<file path="config.mk">
export PLATFORM = sky130hd
export DESIGN_NAME = four_channel_dma_sequencer_core
export DESIGN_NICKNAME = d
export VERILOG_FILES = /design/src/sv/fcds_pkg.sv /design/src/sv/fcds_ram.sv /design/src/sv/fcds_ctrl.sv /design/src/sv/fcds_datapath.sv /design/src/sv/four_channel_dma_sequencer_core.sv
export SDC_FILE = /design/constraint.sdc
export NUM_CORES = 2
export LEC_CHECK = 0
export CORE_ASPECT_RATIO = 2
export CORE_UTILIZATION = 69
export CTS_CLUSTER_DIAMETER = 40
export DETAILED_ROUTE_END_ITERATION = 8
export DONT_BUFFER_PORTS = 1
export GPL_TIMING_DRIVEN = 0
export PLACE_DENSITY = 0.86
export SLEW_MARGIN = 20
export SYNTH_ARGS = -nofsm -noshare
export SYNTH_HDL_FRONTEND = slang
export SYNTH_HIERARCHICAL = 1
export SYNTH_SLANG_ARGS = --single-unit
</file>
<file path="constraint.sdc">
create_clock -name clk -period 34.6 [get_ports clk]
set_input_delay 5.19 -clock clk [delete_from_list [all_inputs] [get_ports clk]]
set_output_delay 5.19 -clock clk [all_outputs]
set_load 0.05 [all_outputs]
</file>
<file path="src/sv/fcds_pkg.sv">
// ----------------------------------------------------------------------------
// fcds_pkg
// types, codes and helpers shared by the four-channel dma sequencer modules
// ----------------------------------------------------------------------------
package fcds_pkg;

	// input item kinds
	localparam logic [2:0] K_SRC   = 3'd0;
	localparam logic [2:0] K_DST   = 3'd1;
	localparam logic [2:0] K_COUNT = 3'd2;
	localparam logic [2:0] K_CTL   = 3'd3;
	localparam logic [2:0] K_VBL   = 3'd4;
	localparam logic [2:0] K_HBL   = 3'd5;
	localparam logic [2:0] K_STEP  = 3'd6;

	// control register bits
	localparam int CTL_EN     = 15;
	localparam int CTL_IRQ    = 14;
	localparam int CTL_WORD   = 10;
	localparam int CTL_REPEAT = 9;

	// start timing codes
	localparam logic [1:0] TIM_NOW = 2'd0;
	localparam logic [1:0] TIM_VBL = 2'd1;
	localparam logic [1:0] TIM_HBL = 2'd2;

	// address adjust codes
	localparam logic [1:0] ADJ_UP     = 2'd0;
	localparam logic [1:0] ADJ_DOWN   = 2'd1;
	localparam logic [1:0] ADJ_RELOAD = 2'd3;

	// block lengths for a zero count
	localparam logic [16:0] LEN_ZERO      = 17'h04000;
	localparam logic [16:0] LEN_ZERO_LAST = 17'h10000;

	// memory operations carried to stage 1
	localparam logic [1:0] OP_NONE = 2'd0;
	localparam logic [1:0] OP_REG  = 2'd1;
	localparam logic [1:0] OP_ACT  = 2'd2;
	localparam logic [1:0] OP_UNIT = 2'd3;

	typedef struct packed {
		logic [31:0] src_reg;
		logic [31:0] dst_reg;
		logic [31:0] work_src;
		logic [31:0] work_dst;
		logic [31:0] dest_start;
	} entry_t;

	typedef struct packed {
		logic [1:0]  op;
		logic        dst_sel;
		logic [15:0] ctl;
		logic        fresh;
		logic        last;
		logic        reload;
		logic [31:0] value;
	} cmd_t;

	function automatic logic [1:0] timing_of(logic [15:0] ctl);
		return ctl[13:12];
	endfunction

	function automatic logic [1:0] src_adj_of(logic [15:0] ctl);
		return ctl[8:7];
	endfunction

	function automatic logic [1:0] dst_adj_of(logic [15:0] ctl);
		return ctl[6:5];
	endfunction

	function automatic logic [16:0] block_len(logic [15:0] cnt, logic long_ch);
		logic [16:0] len;
		if (cnt != 16'd0) begin
			len = {1'b0, cnt};
		end else if (long_ch) begin
			len = LEN_ZERO_LAST;
		end else begin
			len = LEN_ZERO;
		end
		return len;
	endfunction

endpackage

</file>
<file path="src/sv/fcds_ram.sv">
// ----------------------------------------------------------------------------
// fcds_ram
// generic single-write single-read ram with registered read data
// ----------------------------------------------------------------------------
module fcds_ram #(
	parameter int WIDTH = 8,
	parameter int DEPTH = 4
) (
	input  logic                     clk,
	input  logic                     we,
	input  logic [$clog2(DEPTH)-1:0] waddr,
	input  logic [WIDTH-1:0]         wdata,
	input  logic                     re,
	input  logic [$clog2(DEPTH)-1:0] raddr,
	output logic [WIDTH-1:0]         rdata
);

	logic [WIDTH-1:0] mem_q [DEPTH];

	always_ff @(posedge clk) begin
		if (we) begin
			mem_q[waddr] <= wdata;
		end
		if (re) begin
			rdata <= mem_q[raddr];
		end
	end

endmodule

</file>
<file path="src/sv/fcds_ctrl.sv">
// ----------------------------------------------------------------------------
// fcds_ctrl
// per-channel control state, event start logic and step arbitration
// ----------------------------------------------------------------------------
module fcds_ctrl import fcds_pkg::*; #(
	parameter int CHANNELS = 4
) (
	input  logic                        clk,
	input  logic                        arst_n,
	input  logic                        accept,
	input  logic [2:0]                  kind,
	input  logic [$clog2(CHANNELS)-1:0] channel,
	input  logic [31:0]                 value,
	output cmd_t                        cmd,
	output logic [$clog2(CHANNELS)-1:0] cmd_ch
);

	localparam int CW = $clog2(CHANNELS);

	logic [15:0]         ctl_q   [CHANNELS];
	logic [15:0]         count_q [CHANNELS];
	logic [16:0]         units_q [CHANNELS];
	logic [CHANNELS-1:0] active_q;
	logic [CHANNELS-1:0] pending_q;
	logic [CHANNELS-1:0] fresh_q;

	logic [15:0]         ctl_d   [CHANNELS];
	logic [15:0]         count_d [CHANNELS];
	logic [16:0]         units_d [CHANNELS];
	logic [CHANNELS-1:0] active_d;
	logic [CHANNELS-1:0] pending_d;
	logic [CHANNELS-1:0] fresh_d;

	logic [CW-1:0] sel;
	logic          found;
	logic [15:0]   c;
	logic [16:0]   left;
	logic [1:0]    ev_tim;

	always_comb begin
		ctl_d     = ctl_q;
		count_d   = count_q;
		units_d   = units_q;
		active_d  = active_q;
		pending_d = pending_q;
		fresh_d   = fresh_q;
		cmd       = '0;
		cmd.value = value;
		cmd_ch    = channel;
		sel       = '0;
		found     = 1'b0;
		c         = '0;
		left      = '0;
		ev_tim    = (kind == K_VBL) ? TIM_VBL : TIM_HBL;

		for (int i = 0; i < CHANNELS; i++) begin
			if (!found && pending_q[i]) begin
				found = 1'b1;
				sel   = CW'(i);
			end
		end

		if (accept) begin
			case (kind)
				K_SRC: begin
					cmd.op = OP_REG;
				end
				K_DST: begin
					cmd.op      = OP_REG;
					cmd.dst_sel = 1'b1;
				end
				K_COUNT: begin
					count_d[channel] = value[15:0];
				end
				K_CTL: begin
					ctl_d[channel] = value[15:0];
					if (!value[CTL_EN]) begin
						active_d[channel]  = 1'b0;
						pending_d[channel] = 1'b0;
					end else if (!active_q[channel]) begin
						active_d[channel] = 1'b1;
						cmd.op            = OP_ACT;
						if (timing_of(value[15:0]) == TIM_NOW) begin
							units_d[channel]   = block_len(count_q[channel],
								channel == CW'(CHANNELS - 1));
							pending_d[channel] = 1'b1;
							fresh_d[channel]   = 1'b1;
						end
					end
				end
				K_VBL, K_HBL: begin
					for (int i = 0; i < CHANNELS; i++) begin
						if (active_q[i] && !pending_q[i] && ctl_q[i][CTL_EN] &&
							timing_of(ctl_q[i]) == ev_tim) begin
							units_d[i]   = block_len(count_q[i], i == CHANNELS - 1);
							pending_d[i] = 1'b1;
							fresh_d[i]   = 1'b1;
						end
					end
				end
				K_STEP: begin
					if (found) begin
						c            = ctl_q[sel];
						left         = units_q[sel] - 17'd1;
						units_d[sel] = left;
						fresh_d[sel] = 1'b0;
						cmd.op       = OP_UNIT;
						cmd.ctl      = c;
						cmd.fresh    = fresh_q[sel];
						cmd.last     = (left == 17'd0);
						cmd_ch       = sel;
						if (left == 17'd0) begin
							pending_d[sel] = 1'b0;
							if (c[CTL_REPEAT] && timing_of(c) != TIM_NOW) begin
								cmd.reload = (dst_adj_of(c) == ADJ_RELOAD);
							end else begin
								ctl_d[sel][CTL_EN] = 1'b0;
								active_d[sel]      = 1'b0;
							end
						end
					end
				end
				default: begin
				end
			endcase
		end
	end

	always_ff @(posedge clk or negedge arst_n) begin
		if (!arst_n) begin
			for (int i = 0; i < CHANNELS; i++) begin
				ctl_q[i]   <= '0;
				count_q[i] <= '0;
				units_q[i] <= '0;
			end
			active_q  <= '0;
			pending_q <= '0;
			fresh_q   <= '0;
		end else begin
			ctl_q     <= ctl_d;
			count_q   <= count_d;
			units_q   <= units_d;
			active_q  <= active_d;
			pending_q <= pending_d;
			fresh_q   <= fresh_d;
		end
	end

endmodule

</file>
<file path="src/sv/fcds_datapath.sv">
// ----------------------------------------------------------------------------
// fcds_datapath
// address memory read-modify-write with forwarding, and the result register
// ----------------------------------------------------------------------------
module fcds_datapath import fcds_pkg::*; #(
	parameter int CHANNELS = 4
) (
	input  logic                        clk,
	input  logic                        arst_n,
	input  logic                        accept,
	input  cmd_t                        cmd,
	input  logic [$clog2(CHANNELS)-1:0] cmd_ch,
	input  logic                        out_stall,
	output logic                        hold,
	output logic                        out_valid,
	output logic [$clog2(CHANNELS)-1:0] unit_channel,
	output logic [31:0]                 read_address,
	output logic [31:0]                 write_address,
	output logic                        word_size,
	output logic                        last,
	output logic [CHANNELS-1:0]         irq_mask
);

	localparam int CW = $clog2(CHANNELS);
	localparam int EW = $bits(entry_t);

	logic [1:0]    op_s1;
	cmd_t          cmd_s1;
	logic [CW-1:0] ch_s1;

	logic [CHANNELS-1:0] written_q;
	logic                fwd_ok_q;
	logic [CW-1:0]       fwd_addr_q;
	entry_t              fwd_data_q;
	logic                out_valid_q;

	logic   adv;
	logic   we;
	entry_t ram_rdata;
	entry_t cur;
	entry_t nxt;
	logic [31:0] step;
	logic [31:0] dstart;

	assign adv  = !(out_valid_q && out_stall);
	assign hold = !adv;
	assign we   = adv && (op_s1 != OP_NONE);

	fcds_ram #(
		.WIDTH(EW),
		.DEPTH(CHANNELS)
	) u_ram (
		.clk  (clk),
		.we   (we),
		.waddr(ch_s1),
		.wdata(nxt),
		.re   (accept),
		.raddr(cmd_ch),
		.rdata(ram_rdata)
	);

	always_comb begin
		if (fwd_ok_q && fwd_addr_q == ch_s1) begin
			cur = fwd_data_q;
		end else if (written_q[ch_s1]) begin
			cur = ram_rdata;
		end else begin
			cur = '0;
		end

		step   = cmd_s1.ctl[CTL_WORD] ? 32'd4 : 32'd2;
		dstart = cmd_s1.fresh ? cur.work_dst : cur.dest_start;
		nxt    = cur;

		case (op_s1)
			OP_REG: begin
				if (cmd_s1.dst_sel) begin
					nxt.dst_reg = cmd_s1.value;
				end else begin
					nxt.src_reg = cmd_s1.value;
				end
			end
			OP_ACT: begin
				nxt.work_src = cur.src_reg;
				nxt.work_dst = cur.dst_reg;
			end
			OP_UNIT: begin
				nxt.dest_start = dstart;
				case (src_adj_of(cmd_s1.ctl))
					ADJ_UP:   nxt.work_src = cur.work_src + step;
					ADJ_DOWN: nxt.work_src = cur.work_src - step;
					default:  nxt.work_src = cur.work_src;
				endcase
				if (cmd_s1.reload) begin
					nxt.work_dst = dstart;
				end else begin
					case (dst_adj_of(cmd_s1.ctl))
						ADJ_UP, ADJ_RELOAD: nxt.work_dst = cur.work_dst + step;
						ADJ_DOWN:           nxt.work_dst = cur.work_dst - step;
						default:            nxt.work_dst = cur.work_dst;
					endcase
				end
			end
			default: begin
			end
		endcase
	end

	// stage 1 control and forwarding state
	always_ff @(posedge clk or negedge arst_n) begin
		if (!arst_n) begin
			op_s1       <= OP_NONE;
			written_q   <= '0;
			fwd_ok_q    <= 1'b0;
			out_valid_q <= 1'b0;
		end else begin
			if (adv) begin
				op_s1       <= accept ? cmd.op : OP_NONE;
				out_valid_q <= (op_s1 == OP_UNIT);
			end
			if (we) begin
				written_q[ch_s1] <= 1'b1;
				fwd_ok_q         <= 1'b1;
			end
		end
	end

	// payload registers
	always_ff @(posedge clk) begin
		if (accept) begin
			cmd_s1 <= cmd;
			ch_s1  <= cmd_ch;
		end
		if (we) begin
			fwd_addr_q <= ch_s1;
			fwd_data_q <= nxt;
		end
		if (adv && op_s1 == OP_UNIT) begin
			unit_channel  <= ch_s1;
			read_address  <= cur.work_src;
			write_address <= cur.work_dst;
			word_size     <= cmd_s1.ctl[CTL_WORD];
			last          <= cmd_s1.last;
			irq_mask      <= (cmd_s1.last && cmd_s1.ctl[CTL_IRQ]) ?
				({{(CHANNELS-1){1'b0}}, 1'b1} << ch_s1) : '0;
		end
	end

	assign out_valid = out_valid_q;

endmodule

</file>
<file path="src/sv/four_channel_dma_sequencer_core.sv">
// ----------------------------------------------------------------------------
// four_channel_dma_sequencer_core
// four-channel dma sequencer: register writes, blank events and step ticks in,
// one copy command per step that finds a pending channel out
// ----------------------------------------------------------------------------
// One input item is taken every unstalled cycle. A step that finds a pending
// channel sends its copy command through the stage 1 and output registers.
// The rate is set by the channel address memory: each item reads its entry
// and items that change it write it back, with the previous write forwarded
// so that items on the same channel can follow each other cycle by cycle.
// The input stalls only while a command waits in the output register and the
// output is stalled. Control, count and block length live in flip-flops.
// ----------------------------------------------------------------------------
module four_channel_dma_sequencer_core import fcds_pkg::*; #(
	parameter int CHANNELS = 4
) (
	input  logic                        clk,
	input  logic                        arst_n,
	input  logic                        in_valid,
	output logic                        in_stall,
	input  logic [2:0]                  kind,
	input  logic [$clog2(CHANNELS)-1:0] channel,
	input  logic [31:0]                 value,
	output logic                        out_valid,
	input  logic                        out_stall,
	output logic [$clog2(CHANNELS)-1:0] unit_channel,
	output logic [31:0]                 read_address,
	output logic [31:0]                 write_address,
	output logic                        word_size,
	output logic                        last,
	output logic [CHANNELS-1:0]         irq_mask
);

	logic                        accept;
	logic                        hold;
	cmd_t                        cmd;
	logic [$clog2(CHANNELS)-1:0] cmd_ch;

	assign in_stall = hold;
	assign accept   = in_valid && !hold;

	fcds_ctrl #(
		.CHANNELS(CHANNELS)
	) u_ctrl (
		.clk    (clk),
		.arst_n (arst_n),
		.accept (accept),
		.kind   (kind),
		.channel(channel),
		.value  (value),
		.cmd    (cmd),
		.cmd_ch (cmd_ch)
	);

	fcds_datapath #(
		.CHANNELS(CHANNELS)
	) u_datapath (
		.clk          (clk),
		.arst_n       (arst_n),
		.accept       (accept),
		.cmd          (cmd),
		.cmd_ch       (cmd_ch),
		.out_stall    (out_stall),
		.hold         (hold),
		.out_valid    (out_valid),
		.unit_channel (unit_channel),
		.read_address (read_address),
		.write_address(write_address),
		.word_size    (word_size),
		.last         (last),
		.irq_mask     (irq_mask)
	);

endmodule

</file>
==> results of run 1 <==
[layer usage]
layer	global-route usage	GRT overflow
met1	0.548	0
met2	0.873	0
met3	0.292	0
met4	0.636	2
met5	0.0605	0
[through the flow]
step | std cells | worst slack (ps) | TNS, ps | hold WS [ps]
detailed placement | 4712 | 23450 | 0 | 456
CTS | 4919 | 23410 | 0 | 471
floorplan | 3621 | 10210 | 0 | 427
global placement | 4650 | -88.0 | -8230 | 445
==> metrics.md, run 1 <==
| Metric | Value |
|---|---|
| Pin count of the biggest net entering global routing | `193` |
| Detailed Place HPWL | `between 100 and 150 mm` |
| Final RePlAce weighted congestion | `1.09` |
| Outcome | `aborted with a tool error` |
| Mapped cell area | `54500 µm²` |
| Count of buffers from port buffering | `0` |
| Maximum root-to-sink buffer count | `3` |
| TritonCTS Buffers | `110` |
| Clock root buffer | `sky130_fd_sc_hd__clkbuf_16` |
| Number of instances in the synthesized netlist | `3621` |
| GRT Residual Overflow | `2` |
| Row cnt | `145` |
| Yosys Warn Count | `6` |
| IO Pins | `115` |
| Setup Fix Bufs, Post-CTS | `0` |
| Halt Stage | `5_1_grt` |
| Gates resized, CTS repair | `0` |
| Die width | `201 µm` |
| Average footprint of a synthesized cell | `~15 µm²` |
| Htree depth | `3` |
| Stop Error | `[ERROR GRT-0116] Global routing finished with congestion. Check the congestion regions in the DRC Viewer.` |
| Die height | `399 µm` |
| Synthesized Nets | `3729` |
| Hold buffers post-CTS | `0` |
| Initial cell density of the core | `0.697` |
| Overall Global Routing Usage | `0.584` |
| Global-route wire length before repair | `321 mm` |
| Vias in the first global route | `43400` |
| Placed Area | `57000 µm²` |
==> inputs of run 2 (changes only) <==
- CORE_ASPECT_RATIO: 2 -> not set
- CORE_UTILIZATION: 69 -> 40
- CTS_CLUSTER_DIAMETER: 40 -> not set
- PLACE_DENSITY: 0.86 -> not set
- PLACE_DENSITY_LB_ADDON: not set -> 0.15
==> metrics.md, run 2 <==
| Metric | Value |
|---|---|
| Outcome | `finished clean` |
| Cell at the slowest stage of the critical path | `sky130_fd_sc_hd__inv_1` |
| Post-route minimum period | `about 11000 ps` |
| Gates resized, CTS repair | `0 (unchanged)` |
| Timing-limited maximum frequency | `between 80 and 90 MHz` |
| Fillers | `roughly 12000` |
| Maximum fanout along the worst path | `6` |
| Most frequent standard cell in the layout excluding fill and tap cells | `sky130_fd_sc_hd__edfxtp_1` |
| Antenna violations before repair | `7` |
| Htree depth | `4 (+1)` |
| Count of TritonRoute iterations in the first routing pass | `6` |
| Startpoint type of the worst setup path | `input port` |
| Power density relative to cell area | `66.1 nW/µm²` |
| TritonCTS Buffers | `137 (+25%)` |
| Clock root buffer | `sky130_fd_sc_hd__clkbuf_16` |
| Overall via count from detail_route | `34200` |
| Yosys Warn Count | `6 (unchanged)` |
| Most frequent cells in the layout | `sky130_fd_sc_hd__edfxtp_1, sky130_fd_sc_hd__nand2_1, sky130_fd_sc_hd__a21oi_1, sky130_fd_sc_hd__nor2_1, sky130_fd_sc_hd__o21ai_0` |
| Initial cell density of the core | `0.403 (-0.294)` |
| Share of cells above drive strength 1 | `0.160` |
| Clock latency on the worst-skew pair | `760 ps` |
| Count of maximum capacitance violations | `0` |
| Register ranked first by flip-flop count | `u_datapath/u_ram/mem_q` |
| Final RePlAce weighted congestion | `0.958 (-12%)` |
| Antenna-violating nets left | `0` |
| Detailed Place HPWL | `120 mm (-15%)` |
| Endpoint of the worst hold-timing path | `u_datapath/written_q[2]$_DFFE_PN0P_` |
| Final worst-path setup slack | `23290 ps` |
| Final setup fails | `0` |
| Worst hold path class | `reg -> reg` |
| Global-route wire length before repair | `242 mm` |
| Max-slew violation count | `0` |
| Worst path cell trace | `nand2_1, inv_1` |
| Flip-flop count of the largest register, all copies and words added | `640` |
| Clk sink count | `1270` |
| Row cnt | `135 (-6.9%)` |
| Pin count of the biggest net entering global routing | `a little under 200` |
| Crit path kind | `in -> out` |
| GRT Residual Overflow | `0` |
| Source of the worst hold timing path | `u_datapath/written_q[2]$_DFFE_PN0P_` |
| Worst slew pin tran | `1230 ps` |
| Synthesized Nets | `3729 (unchanged)` |
| Clock slew at reported path FFs | `50 ps` |
| Overall Global Routing Usage | `0.246` |
| Average footprint of a synthesized cell | `15.0 µm² (unchanged)` |
| Maximum root-to-sink buffer count | `3 (unchanged)` |
| Delay of the slowest cell on the worst path | `around 700 ps` |
| Number of instances in the synthesized netlist | `3621 (unchanged)` |
| Placeable core area | `135000 µm²` |
| Die height | `371 µm (-7.1%)` |
| IR Drop Worst-Case VDD | `0.0473 mV` |
| Setup Fix Bufs, Post-CTS | `0 (unchanged)` |
| Die width | `371 µm (+85%)` |
| Post-Place Setup Slack | `23330 ps (-117 ps)` |
| Setup Skew | `37.1 ps` |
| Average via count per standard cell | `roughly 6` |
| Placed Instances | `5472 (+16%)` |
| Fin. Hold Viols | `0` |
| Reported leakage power | `0.0218 µW` |
| Area growth, synth to finish | `14.4%` |
| DRC marker count from the first detailed-route iteration | `3818` |
| Required time of the worst setup path | `29410 ps` |
| Area enclosed by the die boundary | `138000 µm²` |
| Tot Pwr | `4120 µW` |
| TritonCTS clock tree | `yes` |
| Hold buffers post-CTS | `0 (unchanged)` |
| Critical path's top delay family | `buffers and inverters` |
| Hold_ws | `roughly 460 ps` |
| Vias in the first global route | `33200` |
| Remaining DRCs | `0` |
| Count of buffers from port buffering | `0 (unchanged)` |
| Arrival time reported for the critical path endpoint | `approximately 6000 ps` |
| RR Startpoint | `u_datapath/ch_s1[1]$_DFFE_PP_` |
| CP Capture Type | `output port` |
| IO Pins | `115 (unchanged)` |
| Relative slew slack | `0.180` |
| Largest registers | `u_datapath/u_ram/mem_q: 640 flops, u_datapath/fwd_data_q: 160 flops, u_datapath/u_ram/rdata: 160 flops` |
| Mapped cell area | `54500 µm² (unchanged)` |
| Wire length reported by the detailed router | `170 mm` |
| Critical register-to-register path endpoint | `u_datapath/u_ram/mem_q[3][92]$_DFFE_PP_` |
| Routed len/inst | `29.7 µm` |
| Nets | `3939` |
| Worst hold path stage count | `1` |
| Reg2reg setup slack | `between 20000 and 30000 ps` |
| RSZ-0062 raised after global routing | `no` |
| Fraction of the cycle the final worst path needs | `0.327` |
| Worst Reg-to-Reg Cells | `20` |
| Non-filler instance count after layout | `5718` |
| Buf/Inv on CP | `1` |
run 2: power by group:
part,internal [µW],switching (µW)
logic,254,559
clock network,825,592
registers,1830,60.1
total,2910,1210
run 2: worst max-delay path by stage:
stage / start / slack, ps / to / cells after the start
after detailed placement: out_stall / 23330 / in_stall / 2
after global routing: out_stall / 23290 / in_stall / 2
final: out_stall / 23290 / in_stall / 2
after CTS: out_stall / 23320 / in_stall / 2
after floorplan: out_stall / 10210 / u_datapath/u_ram/mem_q[0][0]$_DFFE_PP_ / 4
after global placement: out_stall / -2780 / u_datapath/u_ram/mem_q[0][145]$_DFFE_PP_ / 4
run 2: metal layers:
metal | global-route usage | share of wire | up-vias | wire length [µm]
met4 | 0.0799 | 0.032 | 2 | 5380
met2 | 0.381 | 0.46 | 1438 | 78200
li1 | - | - | 14700 | -
met1 | 0.347 | 0.43 | 17800 | 73300
met5 | 0 | 0.000041 | - | 7
met3 | 0.0486 | 0.075 | 278 | 12700
run 2: cell type report:
type,count,area [µm²],share of cell area
Buffer,250,1230,0.0198
Clock buffer,177,3680,0.0591
Clock inverter,66,613,0.00984
Antenna cell,2,5.00,0.0000803
Tap cell,1781,2230,0.0358
Timing Repair Buffer,71,1240,0.0199
Sequential cell,1270,37200,0.597
Inverter,48,180,0.00289
Multi-Input combinational cell,2053,15900,0.256
run 2: through the flow:
stage	utilization	TNS [ps]	instance area [µm²]
after floorplan	-	0	54500
after global placement	0.419	-439840	56700
after detailed placement	0.429	0	58000
after CTS	0.460	0	62300
after global routing	0.461	0	62300
final	0.461	0	62300
Note: power is estimated with default switching activity, not from simulation.
